==> config.mk <==
export PLATFORM = sky130hd
export DESIGN_NAME = rtp_l16_packetizer
export DESIGN_NICKNAME = d
export VERILOG_FILES = /design/src/rtp_pkg.sv /design/src/rtp_queue.sv /design/src/rtp_front.sv /design/src/rtp_back.sv /design/src/rtp_l16_packetizer.sv
export SDC_FILE = /design/constraint.sdc
export NUM_CORES = 1
export LEC_CHECK = 0
export BUFFER_PORTS_ARGS = -buffer_cell sky130_fd_sc_hd__buf_4
export CELL_PAD_IN_SITES_DETAIL_PLACEMENT = 0
export CELL_PAD_IN_SITES_GLOBAL_PLACEMENT = 1
export CORE_UTILIZATION = 46
export DETAILED_ROUTE_END_ITERATION = 8
export PLACE_DENSITY = 0.78
export SETUP_SLACK_MARGIN = 0.02
export SYNTH_ARGS = -nofsm -noshare
export SYNTH_HDL_FRONTEND = slang
export SYNTH_SLANG_ARGS = --single-unit
export TNS_END_PERCENT = 100
==> constraint.sdc <==
create_clock -name clk -period 6.1 [get_ports clk]
set_clock_uncertainty 0.2 [all_clocks]
set_input_delay 1.83 -clock clk [delete_from_list [all_inputs] [get_ports clk]]
set_output_delay 1.83 -clock clk [all_outputs]
set_load 0.02 [all_outputs]
==> src/rtp_pkg.sv <==
// ----------------------------------------------------------------------------
// rtp_pkg: shared types and constants of the rtp l16 packetizer
// payload structs, job descriptor, register indexes and byte positions
// ----------------------------------------------------------------------------
package rtp_pkg;

  // default bound on samples per packet
  localparam int MaxSamplesDefault = 1024;
  // default depth of the job queue between front and back end
  localparam int JobDepthDefault   = 4;

  // configuration register indexes
  localparam logic [2:0] RegSamplesPerPacket = 3'd0;
  localparam logic [2:0] RegInterleavedMode  = 3'd1;
  localparam logic [2:0] RegChannelId        = 3'd2;
  localparam logic [2:0] RegPayloadType      = 3'd3;
  localparam logic [2:0] RegSyncSource       = 3'd4;
  localparam logic [2:0] RegStartSequence    = 3'd5;
  localparam logic [2:0] RegStartTimestamp   = 3'd6;

  // fixed header bytes
  localparam logic [7:0] ByteDollar  = 8'h24;
  localparam logic [7:0] ByteVersion = 8'h80;

  // positions in the byte sequence of one job
  localparam logic [4:0] IdxDollar   = 5'd0;
  localparam logic [4:0] IdxChannel  = 5'd1;
  localparam logic [4:0] IdxLenHi    = 5'd2;
  localparam logic [4:0] IdxLenLo    = 5'd3;
  localparam logic [4:0] IdxVersion  = 5'd4;
  localparam logic [4:0] IdxPtype    = 5'd5;
  localparam logic [4:0] IdxSeqHi    = 5'd6;
  localparam logic [4:0] IdxSeqLo    = 5'd7;
  localparam logic [4:0] IdxTs3      = 5'd8;
  localparam logic [4:0] IdxTs2      = 5'd9;
  localparam logic [4:0] IdxTs1      = 5'd10;
  localparam logic [4:0] IdxTs0      = 5'd11;
  localparam logic [4:0] IdxSsrc3    = 5'd12;
  localparam logic [4:0] IdxSsrc2    = 5'd13;
  localparam logic [4:0] IdxSsrc1    = 5'd14;
  localparam logic [4:0] IdxSsrc0    = 5'd15;
  localparam logic [4:0] IdxSampleHi = 5'd16;
  localparam logic [4:0] IdxSampleLo = 5'd17;

  typedef struct packed {
    logic signed [15:0] sample;
    logic               backlog_full;
  } in_item_t;

  typedef struct packed {
    logic [7:0] out_byte;
    logic       packet_last;
  } out_item_t;

  // one sample's work for the back end
  typedef struct packed {
    logic [15:0] sample;
    logic        hdr;
    logic        ilv;
    logic        closes;
    logic [7:0]  channel;
    logic [6:0]  ptype;
    logic [15:0] wire_len;
    logic [15:0] seq;
    logic [31:0] stamp;
    logic [31:0] ssrc;
  } job_t;

endpackage

==> src/rtp_queue.sv <==
// ----------------------------------------------------------------------------
// rtp_queue: job queue
// small register fifo between the front and back end
// ----------------------------------------------------------------------------
module rtp_queue
  import rtp_pkg::*;
#(
  parameter int DEPTH = JobDepthDefault
) (
  input  logic clk,
  input  logic rst,
  input  logic push,
  input  job_t wdata,
  output logic full,
  input  logic pop,
  output job_t rdata,
  output logic empty
);

  localparam int PtrW = (DEPTH > 1) ? $clog2(DEPTH) : 1;
  localparam int CntW = $clog2(DEPTH + 1);

  job_t            mem [DEPTH];
  logic [PtrW-1:0] wr_ptr;
  logic [PtrW-1:0] rd_ptr;
  logic [CntW-1:0] count;

  assign full  = (count == CntW'(DEPTH));
  assign empty = (count == '0);
  assign rdata = mem[rd_ptr];

  always_ff @(posedge clk) begin
    if (push) begin
      mem[wr_ptr] <= wdata;
    end
  end

  always_ff @(posedge clk) begin
    if (rst) begin
      wr_ptr <= '0;
      rd_ptr <= '0;
      count  <= '0;
    end else begin
      if (push) begin
        wr_ptr <= (wr_ptr == PtrW'(DEPTH - 1)) ? '0 : wr_ptr + 1'b1;
      end
      if (pop) begin
        rd_ptr <= (rd_ptr == PtrW'(DEPTH - 1)) ? '0 : rd_ptr + 1'b1;
      end
      case ({push, pop})
        2'b10:   count <= count + 1'b1;
        2'b01:   count <= count - 1'b1;
        default: count <= count;
      endcase
    end
  end

`ifndef NO_ASSERTIONS
  a_no_overflow: assert property (@(posedge clk) disable iff (rst) !(push && full && !pop))
    else $error("job queue written while full");
  a_no_underflow: assert property (@(posedge clk) disable iff (rst) !(pop && empty))
    else $error("job queue read while empty");
`endif

endmodule

==> src/rtp_front.sv <==
// ----------------------------------------------------------------------------
// rtp_front: sample front end
// configuration registers, sequence and timestamp counters, packet position
// ----------------------------------------------------------------------------
module rtp_front
  import rtp_pkg::*;
#(
  parameter int MAX_SAMPLES = MaxSamplesDefault
) (
  input  logic        clk,
  input  logic        rst,
  input  logic        cfg_write,
  input  logic [2:0]  cfg_index,
  input  logic [31:0] cfg_data,
  input  logic        accept,
  input  in_item_t    in_item,
  output logic        q_push,
  output job_t        q_wdata
);

  localparam int PosW = (MAX_SAMPLES > 1) ? $clog2(MAX_SAMPLES) : 1;

  logic [10:0]     samples_per_packet;
  logic            interleaved_mode;
  logic [7:0]      channel_id;
  logic [6:0]      payload_type;
  logic [31:0]     sync_source;
  logic [15:0]     seq_counter;
  logic [31:0]     time_counter;
  logic [PosW-1:0] pos;
  logic            drop_latch;

  logic [10:0] n_eff;
  logic [15:0] pos_inc;
  logic        first;
  logic        closes;
  logic        drop_now;
  logic [15:0] seq_load;

  always_comb begin
    if (samples_per_packet == '0) begin
      n_eff = 11'd1;
    end else if (32'(samples_per_packet) > MAX_SAMPLES) begin
      n_eff = 11'(MAX_SAMPLES);
    end else begin
      n_eff = samples_per_packet;
    end
  end

  assign pos_inc  = 16'(pos) + 16'd1;
  assign first    = (pos == '0);
  assign closes   = (pos_inc >= 16'(n_eff));
  assign drop_now = first ? (interleaved_mode && in_item.backlog_full) : drop_latch;
  assign seq_load = (cfg_data[15:0] == 16'd0) ? 16'd1 : cfg_data[15:0];

  assign q_push            = accept && !drop_now;
  assign q_wdata.sample    = in_item.sample;
  assign q_wdata.hdr       = first;
  assign q_wdata.ilv       = interleaved_mode;
  assign q_wdata.closes    = closes;
  assign q_wdata.channel   = channel_id;
  assign q_wdata.ptype     = payload_type;
  assign q_wdata.wire_len  = 16'd12 + {4'd0, n_eff, 1'b0};
  assign q_wdata.seq       = seq_counter;
  assign q_wdata.stamp     = time_counter;
  assign q_wdata.ssrc      = sync_source;

  always_ff @(posedge clk) begin
    if (rst) begin
      samples_per_packet <= 11'd320;
      interleaved_mode   <= 1'b0;
      channel_id         <= 8'd0;
      payload_type       <= 7'd96;
      sync_source        <= 32'd1;
      seq_counter        <= 16'd1;
      time_counter       <= 32'd0;
      pos                <= '0;
      drop_latch         <= 1'b0;
    end else if (cfg_write) begin
      case (cfg_index)
        RegSamplesPerPacket: samples_per_packet <= cfg_data[10:0];
        RegInterleavedMode:  interleaved_mode   <= cfg_data[0];
        RegChannelId:        channel_id         <= cfg_data[7:0];
        RegPayloadType:      payload_type       <= cfg_data[6:0];
        RegSyncSource:       sync_source        <= cfg_data;
        RegStartSequence:    seq_counter        <= seq_load;
        RegStartTimestamp:   time_counter       <= cfg_data;
        default:             ;
      endcase
    end else if (accept) begin
      drop_latch <= drop_now;
      if (closes) begin
        pos          <= '0;
        seq_counter  <= seq_counter + 16'd1;
        time_counter <= time_counter + {21'd0, n_eff};
      end else begin
        pos <= pos_inc[PosW-1:0];
      end
    end
  end

`ifndef NO_ASSERTIONS
  a_seq_load_nonzero: assert property (@(posedge clk) disable iff (rst)
      (cfg_write && cfg_index == RegStartSequence) |=> (seq_counter != 16'd0))
    else $error("sequence loaded as zero");
  a_drop_only_ilv: assert property (@(posedge clk) disable iff (rst)
      (accept && first && !interleaved_mode) |-> q_push)
    else $error("packet dropped in plain mode");
`endif

endmodule

==> src/rtp_back.sv <==
// ----------------------------------------------------------------------------
// rtp_back: byte back end
// walks each job's header and sample bytes into the output register
// ----------------------------------------------------------------------------
module rtp_back
  import rtp_pkg::*;
(
  input  logic      clk,
  input  logic      rst,
  input  job_t      head,
  input  logic      q_empty,
  output logic      q_pop,
  input  logic      pop,
  output logic      empty,
  output out_item_t out_item
);

  logic       out_valid;
  logic       mid;
  logic [4:0] idx;
  logic [4:0] cur_idx;
  logic       load;
  logic [7:0] byte_sel;

  always_comb begin
    if (mid) begin
      cur_idx = idx;
    end else if (head.hdr) begin
      cur_idx = head.ilv ? IdxDollar : IdxVersion;
    end else begin
      cur_idx = IdxSampleHi;
    end
  end

  always_comb begin
    case (cur_idx)
      IdxDollar:   byte_sel = ByteDollar;
      IdxChannel:  byte_sel = head.channel;
      IdxLenHi:    byte_sel = head.wire_len[15:8];
      IdxLenLo:    byte_sel = head.wire_len[7:0];
      IdxVersion:  byte_sel = ByteVersion;
      IdxPtype:    byte_sel = {1'b0, head.ptype};
      IdxSeqHi:    byte_sel = head.seq[15:8];
      IdxSeqLo:    byte_sel = head.seq[7:0];
      IdxTs3:      byte_sel = head.stamp[31:24];
      IdxTs2:      byte_sel = head.stamp[23:16];
      IdxTs1:      byte_sel = head.stamp[15:8];
      IdxTs0:      byte_sel = head.stamp[7:0];
      IdxSsrc3:    byte_sel = head.ssrc[31:24];
      IdxSsrc2:    byte_sel = head.ssrc[23:16];
      IdxSsrc1:    byte_sel = head.ssrc[15:8];
      IdxSsrc0:    byte_sel = head.ssrc[7:0];
      IdxSampleHi: byte_sel = head.sample[15:8];
      IdxSampleLo: byte_sel = head.sample[7:0];
      default:     byte_sel = 8'd0;
    endcase
  end

  assign load  = !q_empty && (!out_valid || pop);
  assign q_pop = load && (cur_idx == IdxSampleLo);
  assign empty = !out_valid;

  always_ff @(posedge clk) begin
    if (load) begin
      out_item.out_byte    <= byte_sel;
      out_item.packet_last <= (cur_idx == IdxSampleLo) && head.closes;
    end
  end

  always_ff @(posedge clk) begin
    if (rst) begin
      out_valid <= 1'b0;
      mid       <= 1'b0;
      idx       <= IdxDollar;
    end else if (load) begin
      out_valid <= 1'b1;
      mid       <= (cur_idx != IdxSampleLo);
      idx       <= cur_idx + 5'd1;
    end else if (pop) begin
      out_valid <= 1'b0;
    end
  end

`ifndef NO_ASSERTIONS
  a_mid_has_job: assert property (@(posedge clk) disable iff (rst) mid |-> !q_empty)
    else $error("job left the queue before its last byte");
  a_idx_range: assert property (@(posedge clk) disable iff (rst) mid |-> (idx <= IdxSampleLo))
    else $error("byte position past the sample");
`endif

endmodule

==> src/rtp_l16_packetizer.sv <==
// ----------------------------------------------------------------------------
// rtp_l16_packetizer: rtp l16 audio packetizer
// turns 16-bit pcm samples into the byte stream of rtp packets
// ----------------------------------------------------------------------------
// one sample request in gives its two big-endian payload bytes out, preceded
// on a packet's first sample by the 12-byte rtp header and, in interleaved
// mode, the 4-byte '$' frame header. the output runs one byte per cycle while
// jobs are queued and the reader pops each byte, so a packet's first sample
// gives 14 bytes (plain) or 18 (interleaved) and the output byte port sets the
// pace. the input takes one sample a cycle until the job queue (QUEUE_DEPTH
// entries) between the front and back end fills, so header bursts are absorbed.
// packets dropped for backlog in interleaved mode produce no bytes but still
// advance sequence and timestamp. write configuration only while idle.
module rtp_l16_packetizer
  import rtp_pkg::*;
#(
  parameter int MAX_SAMPLES = MaxSamplesDefault,
  parameter int QUEUE_DEPTH = JobDepthDefault
) (
  input  logic        clk,
  input  logic        rst,
  // configuration write port
  input  logic        cfg_write,
  input  logic [2:0]  cfg_index,
  input  logic [31:0] cfg_data,
  // sample requests
  input  logic        push,
  output logic        full,
  input  in_item_t    in_item,
  // byte requests
  output logic        empty,
  input  logic        pop,
  output out_item_t   out_item
);

  logic accept;
  logic q_push;
  logic q_full;
  logic q_pop;
  logic q_empty;
  job_t q_wdata;
  job_t q_head;

  // a request is taken whenever the job queue has room
  assign full   = q_full;
  assign accept = push && !q_full;

  // front end: counters, packet position and drop decision
  rtp_front #(
    .MAX_SAMPLES (MAX_SAMPLES)
  ) u_front (
    .clk       (clk),
    .rst       (rst),
    .cfg_write (cfg_write),
    .cfg_index (cfg_index),
    .cfg_data  (cfg_data),
    .accept    (accept),
    .in_item   (in_item),
    .q_push    (q_push),
    .q_wdata   (q_wdata)
  );

  // decouples sample intake from byte output
  rtp_queue #(
    .DEPTH (QUEUE_DEPTH)
  ) u_queue (
    .clk   (clk),
    .rst   (rst),
    .push  (q_push),
    .wdata (q_wdata),
    .full  (q_full),
    .pop   (q_pop),
    .rdata (q_head),
    .empty (q_empty)
  );

  // back end: byte serializer with registered output
  rtp_back u_back (
    .clk      (clk),
    .rst      (rst),
    .head     (q_head),
    .q_empty  (q_empty),
    .q_pop    (q_pop),
    .pop      (pop),
    .empty    (empty),
    .out_item (out_item)
  );

`ifndef NO_ASSERTIONS
  a_out_needs_job: assert property (@(posedge clk) disable iff (rst)
      (q_empty && empty) |=> empty)
    else $error("byte appeared without a queued job");
`endif

endmodule
==> results of run 1 <==
-- critical path, cell delays in order, from the launching register on --
cell and delay (ns):
dfxtp_1 0.35, nor4_1 0.31, nand3_1 0.13, a21oi_1 0.53, ha_1 0.35, nand2b_1 0.14
a21o_1 0.17, maj3_2 0.28, a2111oi_0 0.35, or3b_1 0.43, inv_6 0.15, a21oi_4 0.51
o41ai_1 0.15, nor4_1 0.30
-- cell type report --
class / instances / area, um2
inverters: 40 / 155.1
clock inverters: 37 / 364.1
well taps: 765 / 957.2
repair buffers: 95 / 838.3
clock buffers: 77 / 1657
fillers: 4734 / 27420
multi-input cells: 1036 / 8208
diodes: 1 / 2.502
flip-flops and latches: 647 / 18090
-- Yosys cell counts, types with 20 or more instances --
master	number	area share (%)
a21oi_1	123	2.3
inv_1	37	0.52
ha_1	34	1.6
buf_2	21	0.39
nand2_1	203	2.8
dfxtp_1	134	10
a211oi_1	20	0.56
nand3_1	55	1.0
clkbuf_1	71	0.99
o21ai_0	41	0.76
nor2_1	60	0.84
and3_1	33	0.77
mux2i_1	31	1.2
and2_1	20	0.47
edfxtp_1	513	57
mux4_2	108	9.0
-- worst min-delay path by stage --
stage | to | slack (ns)
CTS | u_back.out_valid$_SDFFE_PP0P_ | 0.28
global placement | u_front.samples_per_packet[0]$_SDFFE_PP0P_ | 0.27
finish | u_back.out_valid$_SDFFE_PP0P_ | 0.28
global route | u_front.payload_type[0]$_SDFFE_PP0P_ | 0.31
detailed placement | u_back.out_valid$_SDFFE_PP0P_ | 0.27
floorplan | u_back.out_valid$_SDFFE_PP0P_ | 0.25
-- registers in the layout, indices dropped and copies added (netlist names), 2 cells and up, named ones only --
signal / count
u_queue.count: 3
u_queue.mem: 504
u_front.sync_source: 32
u_back.idx: 5
u_back.out_item: 9
u_queue.wr_ptr: 2
u_front.payload_type: 7
u_front.samples_per_packet: 11
u_front.pos: 10
u_front.seq_counter: 16
u_queue.rd_ptr: 2
u_front.channel_id: 8
u_front.time_counter: 32
-- layer usage --
metal | part of all wire, % | GRT usage (%)
met1 | 42 | 32.29
met3 | 8.5 | 4.417
met4 | 3.3 | 7.941
met2 | 46 | 35.06
met5 | 0 | 0
-- through the flow --
step | setup slack (ns) | util (%) | std cells | power [mW] | hold slack (ns)
4_1_cts | 1.592 | 52.47 | 2697 | 9.422 | 0.2824
3_3_place_gp | 1.383 | 48.97 | 2583 | 5.680 | 0.2653
3_5_place_dp | 1.309 | 48.97 | 2583 | 5.699 | 0.2742
5_1_grt | 1.248 | 52.47 | 2697 | 9.650 | 0.3116
6_report | 1.652 | 52.48 | 2698 | 9.378 | 0.2784
2_1_floorplan | 1.358 | - | 1831 | 5.430 | 0.2455
-- kinds of logic (layout without fill, tap and decap cells) --
kind of cell	Yosys count	after routing	synth area share, %
flops	647	647	67.30
simple gates	471	471	8.384
compound gates	342	342	8.491
mux	156	156	10.92
buf+inv	148	249	2.309
fa+ha+maj	38	38	1.774
xor+xnor	25	25	0.8147
other cells	1	5	0.01395
-- power groups by stage --
stage	sequential (mW)	combinational, mW	clock [mW]
finish	5.02	0.585	3.77
detailed placement	5.11	0.585	0
global placement	5.10	0.579	0
floorplan	5.09	0.339	0
CTS	5.02	0.587	3.82
global route	5.03	0.627	3.99
==> summary.txt, run 1 <==
Clock network
  – CTS tree: done
  – Clock Tree Buf Depth: 3
  – Setup Fix Bufs, Post-CTS: 0
  – CTS resizes: 0
  – CTS Root Cell: clkbuf_16
  – Worst-Skew Late Latency: roughly 0.62 ns
  – H-Tree Depth: 2
  – Clock sinks: 647
  – Clock transition at path regs: 0.06 ns
  – Hold-fix buffers, CTS: 0
  – TritonCTS Buffers: 60

Yosys
  – Synth Register Bits: 647
  – Seq/Total Area, Yosys: 67.30%
  – Post-synthesis cell type count: 86
  – Mapped Area: 26880 um2
  – Post-synth EDFFs: 513
  – Synthesis Warnings: 0
  – Synth Area per Inst: 14.70 um2
  – Mapped Cells: about 1800
  – Asr flop ratio synth: 0%
  – Most common flop cell mapped by yosys: edfxtp_1

Cells and area
  – Most frequent cells in the layout: edfxtp_1 (513), nand2_1 (203), dfxtp_1 (132), a21oi_1 (123), mux4_2 (108)
  – Final instance area: 30280 um2
  – Commonest non-fill, non-tap cell in the layout: edfxtp_1
  – Nets@finish: a little under 2000
  – Layout area overhead: 12.65%
  – Layout cells sized above 1: between 10% and 20%

Pwr
  – Pint: roughly 7.3 mW
  – Pwr dens: between 300 and 400 nW/um2
  – Combinational share of power: 6.2%
  – Worst vdd ir: approximately 0.22 mV
  – Clk network pwr share: 40.2%
  – Switching share of total power: 22.00%
  – Net Switching: 2.064 mW
  – Sequential share of power: 53.5%
  – Cell leakage power: 9.789 nW

Timing
  – Final setup violation count: 0
  – Fmax: ~220 MHz
  – Fin. max-slew vios: 0
  – Tightest Pin Transition: 1.105 ns
  – Final period util: between 70% and 80%
  – Final Hold Vio Count: 0
  – Final min period: around 4.4 ns
  – Setup TNS: 0 ns
  – RSZ-0062 raised after global routing: false
  – Max_slew headroom: roughly a quarter

Place
  – Placed Area: between 20000 and 30000 um2
  – Post-DP HPWL: 44.52 mm
  – Gpl congestion: ~0.89
  – IO Port Bufs: between 60 and 70

Detailed routing
  – DRC: 0
  – Vias: around 16000
  – Final Routed Wirelength: 67.82 mm
  – Starting DRT DRC Count: 1412
  – 1st-pass router iterations: 6
  – Vias per cell: approximately 6.0
  – Post-DRT Antenna Nets: 0
  – WL/cell: 25.14 um

Floorplan
  – Die Y-Extent: 243.7 um
  – Core Region: just under 60000 um2
  – # IOs: slightly below 70
  – Starting Density: 46.58%
  – Num rows: 88
  – Die W: approximately 240 um
  – Die area: 59400 um2

Job
  – Max Cap Viol: 0

Global routing
  – First-pass GRT wire length: around 100 mm
  – GRT Overall Usage: 22.75%
  – Initial antenna violation count: 1
  – Vias in the first global route: 15710
  – GRT overflow: 0
  – Largest net degree at the start of global routing: 84

Critical path
  – Kind of critical path: register to register
  – RR Endpoint: u_front.time_counter[11]$_SDFFE_PP0P_
  – Reg2Reg Depth: 13
  – CP Launch Type: register
  – CP Launch Point: u_front.samples_per_packet[3]$_SDFFE_PP0P_
  – CP endpoint kind: register
  – R2R setup slack: 1.65 ns
  – Worst r2r src: u_front.samples_per_packet[3]$_SDFFE_PP0P_
  – CP endpoint: u_front.time_counter[11]$_SDFFE_PP0P_
  – Critical Path AT: ~4.8 ns
  – Crit Path Max Fanout: 19
  – Worst EP required: 6.42 ns

Min path
  – Hold_sp: u_back.out_valid$_SDFFE_PP0P_
  – Min-delay worst type: register to register
  – Min-Delay Path Depth: 2

Run status
  – Status: finished clean
Power figures use the tool's default switching activity.
==> run 2: changes to the inputs <==
PLACE_DENSITY = 0.76   (was 0.78)
clock period = 4.35 ns   (was 6.1 ns; I/O delays follow)
==> summary.txt, run 2 (synthesis gave the netlist of run 1 again) <==
Timing
  – Final Hold Vio Count: 0
  – Fmax: between 200 and 250 MHz
  – RSZ-0062 raised after global routing: false
  – Final setup margin: 0.3126 ns
  – Tightest Pin Transition: ~0.96 ns
  – Fin. max-slew vios: 0
  – Final period util: 92.81%
  – Min Hold Slack: ~0.28 ns
  – Max_slew headroom: 35.74%
  – Final min period: between 4 and 5 ns
  – Setup TNS: 0 ns
  – Final setup violation count: 0

Critical path
  – CP endpoint: u_front.time_counter[22]$_SDFFE_PP0P_
  – Reg2Reg Depth: 15
  – CP Launch Type: register
  – Worst EP required: 4.64 ns
  – Critical Path AT: around 4.3 ns
  – Crit Path Max Fanout: 16
  – R2R setup slack: 0.31 ns
  – CP endpoint kind: register
  – Kind of critical path: register to register
  – CP Launch Point: u_front.pos[2]$_SDFFE_PP0P_
  – RR Endpoint: u_front.time_counter[22]$_SDFFE_PP0P_
  – Worst r2r src: u_front.pos[2]$_SDFFE_PP0P_

Cells and area
  – Nets@finish: 2005
  – Antenna Cells: 0
  – Max FFs per register: 504
  – Commonest non-fill, non-tap cell in the layout: edfxtp_1
  – Number of fill cells in the layout: 4736
  – Most frequent cells in the layout: edfxtp_1 (513), nand2_1 (203), dfxtp_1 (132), a21oi_1 (123), mux4_2 (108)
  – Layout cells sized above 1: 18.90%
  – Top Registers: u_queue.mem: 504 flops, u_front.sync_source: 32 flops, u_front.time_counter: 32 flops
  – Biggest register: u_queue.mem
  – Layout area overhead: 13.95%

Floorplan
  – Core Region: a little under 60000 um2
  – Die Y-Extent: 243.7 um
  – Die W: roughly 240 um
  – Die area: between 50000 and 60000 um2
  – # IOs: 68
  – Starting Density: a little under half
  – Num rows: 88

Run status
  – Status: finished clean

Detailed routing
  – DRC: 0
  – Post-DRT Antenna Nets: 0
  – 1st-pass router iterations: 8
  – Final Routed Wirelength: 70.40 mm
  – WL/cell: roughly 26 um
  – Starting DRT DRC Count: around 1700
  – Vias: 16650
  – Vias per cell: 6.103

Clock network
  – Clock sinks: 647
  – CTS tree: done
  – CTS Root Cell: clkbuf_16
  – Clock transition at path regs: 0.06 ns
  – TritonCTS Buffers: 66
  – H-Tree Depth: 3
  – Worst-Skew Late Latency: roughly 0.60 ns
  – Clock Tree Buf Depth: 3

Global routing
  – GRT overflow: 0
  – Initial antenna violation count: 2
  – Met1 usage: 34.23%
  – Met2 global-route usage: 37.27%
  – GRT Overall Usage: a little under a quarter
  – Largest net degree at the start of global routing: 120
  – Grt met3 use: under 10%
  – Vias in the first global route: 16290
  – First-pass GRT wire length: 104.5 mm
  – Top Usage Layer GRT: met2

Place
  – Dpl ws: about 0.15 ns
  – Gpl congestion: 0.8650
  – Post-DP HPWL: roughly 46 mm
  – IO Port Bufs: 67

Pwr
  – Worst vdd ir: 0.2268 mV
  – Pwr dens: 438.5 nW/um2
  – Cell leakage power: between 9 and 10 nW

Min path
  – Min-delay worst type: register to register

Job
  – Max Cap Viol: 0
## run 2: cell count changes in the layout (fill, tap and decap cells not counted), moves of 2 or more
cell,before,now
clkinv_1,14,4
clkinv_2,14,11
clkinvlp_4,3,1
clkbuf_1,9,25
clkbuf_16,61,68
buf_12,10,17
bufinv_16,6,4
clkbuf_8,7,5
buf_4,85,105
## run 2: layer usage
| layer | routed length, um | part of all wire, % | up-vias |
|---|---|---|---|
| li1 | - | - | 7311 |
| met3 | 5394 | 7.7 | 118 |
| met5 | 0 | 0 | - |
| met1 | 30370 | 43 | 8479 |
| met2 | 33040 | 47 | 742 |
| met4 | 1601 | 2.3 | 0 |
## run 2: area by class of cell
type	instances	area (um2)	area share, %
timing repair buffer	122	1129	3.685
tap	765	957.2	3.125
inverter	40	155.1	0.5066
clock inverter	20	215.2	0.7027
sequential	647	18090	59.08
multi-input combinational	1036	8210	26.81
clock buffer	98	1864	6.087
## run 2: worst min-delay path by stage
stage	start	endpoint	slack, ns	cells after the start
final	u_back.out_valid$_SDFFE_PP0P_	u_back.out_valid$_SDFFE_PP0P_	0.28	2
after floorplan	u_back.out_valid$_SDFFE_PP0P_	u_back.out_valid$_SDFFE_PP0P_	0.25	2
after global routing	u_back.out_valid$_SDFFE_PP0P_	u_back.out_valid$_SDFFE_PP0P_	0.31	2
after global placement	u_back.out_valid$_SDFFE_PP0P_	u_back.out_valid$_SDFFE_PP0P_	0.26	2
after CTS	u_back.out_valid$_SDFFE_PP0P_	u_back.out_valid$_SDFFE_PP0P_	0.28	2
after detailed placement	u_back.out_valid$_SDFFE_PP0P_	u_back.out_valid$_SDFFE_PP0P_	0.27	2
## run 2: where the power goes
part	internal, mW	switching [mW]	leakage (nW)
Sequential	6.92	0.112	5.72
Combinational	0.322	0.569	3.25
Clock	3.21	2.30	1.02
Total	10.4	2.98	9.98
## run 2: metrics by stage
step / std cells / total power [mW] / area (um2) / utilization [%]
4_1_cts: 2728 / 13.50 / 30620 / 53.08
2_1_floorplan: 1831 / 7.615 / 26890 / -
5_1_grt: 2728 / 13.80 / 30630 / 53.08
6_report: 2728 / 13.43 / 30630 / 53.08
3_3_place_gp: 2610 / 8.019 / 28540 / 49.47
3_5_place_dp: 2610 / 8.046 / 28540 / 49.47
## run 2: critical path: stages (launching register included)
cell and delay (ns):
dfxtp_1 0.41, and3_1 0.26, and3_1 0.26, and3_1 0.25, nand3_1 0.11, xnor2_1 0.20
ha_1 0.27, a21oi_1 0.15, o221ai_1 0.17, a2111oi_0 0.44, or3b_4 0.30, inv_6 0.11
a21oi_4 0.27, buf_4 0.25, nor2_1 0.07, o221a_2 0.23
## run 2: repair_timing
action	in CTS	in global routing
endpoints found under the setup margin	0	13
hold buffers	0	0
setup buffers	0	0
resized for setup	0	1
==> run 3: changes to the inputs <==
HOLD_SLACK_MARGIN = 0.08   (was not set)
PLACE_DENSITY = 0.7   (was 0.76)
==> summary.txt, run 3 (synthesis gave the netlist of run 1 again) <==
Floorplan
  – Core Region: 57700 um2
  – # IOs: 68
  – Die area: 59400 um2
  – Die W: 243.7 um
  – Die Y-Extent: 243.7 um
  – Starting Density: a little under half
  – Num rows: slightly below 90

Pwr
  – Cell leakage power: 10.11 nW
  – Final Power: 13.94 mW
  – Worst vdd ir: 0.2736 mV
  – Pwr dens: 451.0 nW/um2

Cells and area
  – Biggest register: u_queue.mem
  – Sequential cell area: roughly 18000 um2
  – Top Registers: u_queue.mem: 504 flops, u_front.sync_source: 32 flops, u_front.time_counter: 32 flops
  – Max FFs per register: between 500 and 600
  – Commonest non-fill, non-tap cell in the layout: edfxtp_1
  – Most frequent cells in the layout: edfxtp_1 (513), nand2_1 (203), dfxtp_1 (132), a21oi_1 (123), buf_4 (111)
  – Multi-input gate area: 8213 um2
  – Final instance area: ~30000 um2
  – Number of fill cells in the layout: 4720
  – Non-Filler Instances: between 2000 and 3000
  – Nets@finish: 2012
  – Layout area overhead: 14.97%
  – Layout cells sized above 1: 19.68%

Min path
  – Worst Hold End: u_front.samples_per_packet[10]$_SDFFE_PP0P_
  – Min-delay worst type: register to register
  – Hold_sp: u_front.samples_per_packet[10]$_SDFFE_PP0P_
  – Min-Delay Path Depth: 2

Detailed routing
  – Starting DRT DRC Count: ~1600
  – Vias per cell: 5.978
  – Post-DRT Antenna Nets: 0
  – 1st-pass router iterations: 7
  – Vias: 16400
  – WL/cell: 25.89 um
  – Final Routed Wirelength: around 70 mm
  – DRC: 0

Place
  – Post-DP HPWL: 46.72 mm
  – Gpl congestion: between 0.8 and 0.9
  – Placed Cells: ~2600
  – Placed Area: 28510 um2
  – IO Port Bufs: 67

Critical path
  – Critical Path AT: 4.45 ns
  – Kind of critical path: register to register
  – CP Launch Type: register
  – R2R setup slack: 0.22 ns
  – Worst EP required: 4.67 ns
  – RR Endpoint: u_front.time_counter[15]$_SDFFE_PP0P_
  – Reg2Reg Depth: 16
  – Worst r2r src: u_front.pos[0]$_SDFFE_PP0P_
  – CP endpoint kind: register
  – Crit Path Max Fanout: 16

Clock network
  – Worst-Skew Late Latency: 0.61 ns
  – Clock transition at path regs: roughly 0.060 ns
  – CTS tree: done
  – Clock sinks: 647
  – Clock Tree Buf Depth: 3
  – CTS Root Cell: clkbuf_16
  – H-Tree Depth: 3
  – TritonCTS Buffers: around 70
  – Hold-fix buffers, CTS: 0

Timing
  – Final setup violation count: 0
  – Fmax: 242.1 MHz
  – RSZ-0062 raised after global routing: true
  – Max_slew headroom: 30.78%
  – Final Hold Vio Count: 0
  – Final min period: 4.131 ns
  – Tightest Pin Transition: 1.038 ns
  – Min Hold Slack: 0.2658 ns
  – Final period util: 94.96%
  – Fin. max-slew vios: 0

Global routing
  – Vias in the first global route: 16190
  – GRT Overall Usage: 24.18%
  – GRT overflow: 0
  – First-pass GRT wire length: about 100 mm
  – Initial antenna violation count: 1
  – Largest net degree at the start of global routing: 94

Run status
  – Status: finished clean

Job
  – Max Cap Viol: 0
run 3: changes by cell type in the layout (fill, tap and decap cells not counted), sizes merged:
cell	previous run	this run
buf	122	126
bufinv	4	7
clkbuf	98	93
clkinv	16	24
clkinvlp	1	5
diode	0	1
run 3: layout make-up:
class / instances / area share, %
multi-input combinational: 1036 / 26.58
tap: 765 / 3.098
inverter: 40 / 0.5021
clock inverter: 35 / 1.239
clock buffer: 93 / 6.365
sequential: 647 / 58.56
antenna: 1 / 0.008098
timing repair buffer: 126 / 3.652
run 3: worst max-delay path, cell delays in order (launching register included):
cell,delay [ns]
dfxtp_1,0.34
ha_1,0.25
and3_1,0.23
and3_1,0.24
and3_1,0.24
and3_1,0.20
ha_1,0.29
inv_1,0.04
o221ai_1,0.28
a31oi_1,0.07
nor2_1,0.10
or3b_1,0.45
inv_6,0.20
a21oi_4,0.12
buf_4,0.18
or4_1,0.46
a31oi_1,0.16
run 3: power breakdown:
part           total, mW  internal [mW]  switching (mW)
Combinational      0.884          0.325           0.559
Sequential          7.03           6.92           0.112
Clock               6.02           3.61            2.41
Total               13.9           10.9            3.09
run 3: per-stage QoR:
step                      utilization [%]  setup WS, ns   TNS, ns
after detailed placement            49.41        0.2035         0
final                               53.56        0.2191         0
after global routing                53.55      -0.03580  -0.03580
after CTS                           53.48        0.1884         0
after global placement              49.41        0.2826         0
after floorplan                         -        0.1329         0
run 3: worst max-delay path by stage:
stage	startpoint	endpoint	slack (ns)
floorplan	in_item[0]	u_queue.mem[3][0]$_DFFE_PP_	0.13
global placement	u_front.pos[0]$_SDFFE_PP0P_	u_front.time_counter[26]$_SDFFE_PP0P_	0.28
detailed placement	u_front.pos[0]$_SDFFE_PP0P_	u_front.time_counter[26]$_SDFFE_PP0P_	0.20
CTS	u_front.pos[0]$_SDFFE_PP0P_	u_front.time_counter[26]$_SDFFE_PP0P_	0.19
global route	u_front.pos[2]$_SDFFE_PP0P_	u_front.time_counter[15]$_SDFFE_PP0P_	-0.04
finish	u_front.pos[0]$_SDFFE_PP0P_	u_front.time_counter[15]$_SDFFE_PP0P_	0.22
run 3: metal layers:
| metal | global-route usage [%] | wire [um] |
|---|---|---|
| met5 | 1.716 | 146 |
| met4 | 8.824 | 2040 |
| met3 | 4.241 | 4584 |
| met2 | 37.24 | 33000 |
| met1 | 34.33 | 31260 |
run 3: timing repair:
| item | 4_1_cts | 5_1_grt |
|---|---|---|
| endpoints found under the setup margin | 0 | 5 |
| hold endpoints to repair | 0 | 0 |
| resized for setup | 0 | 3 |
| setup buffers | 0 | 4 |
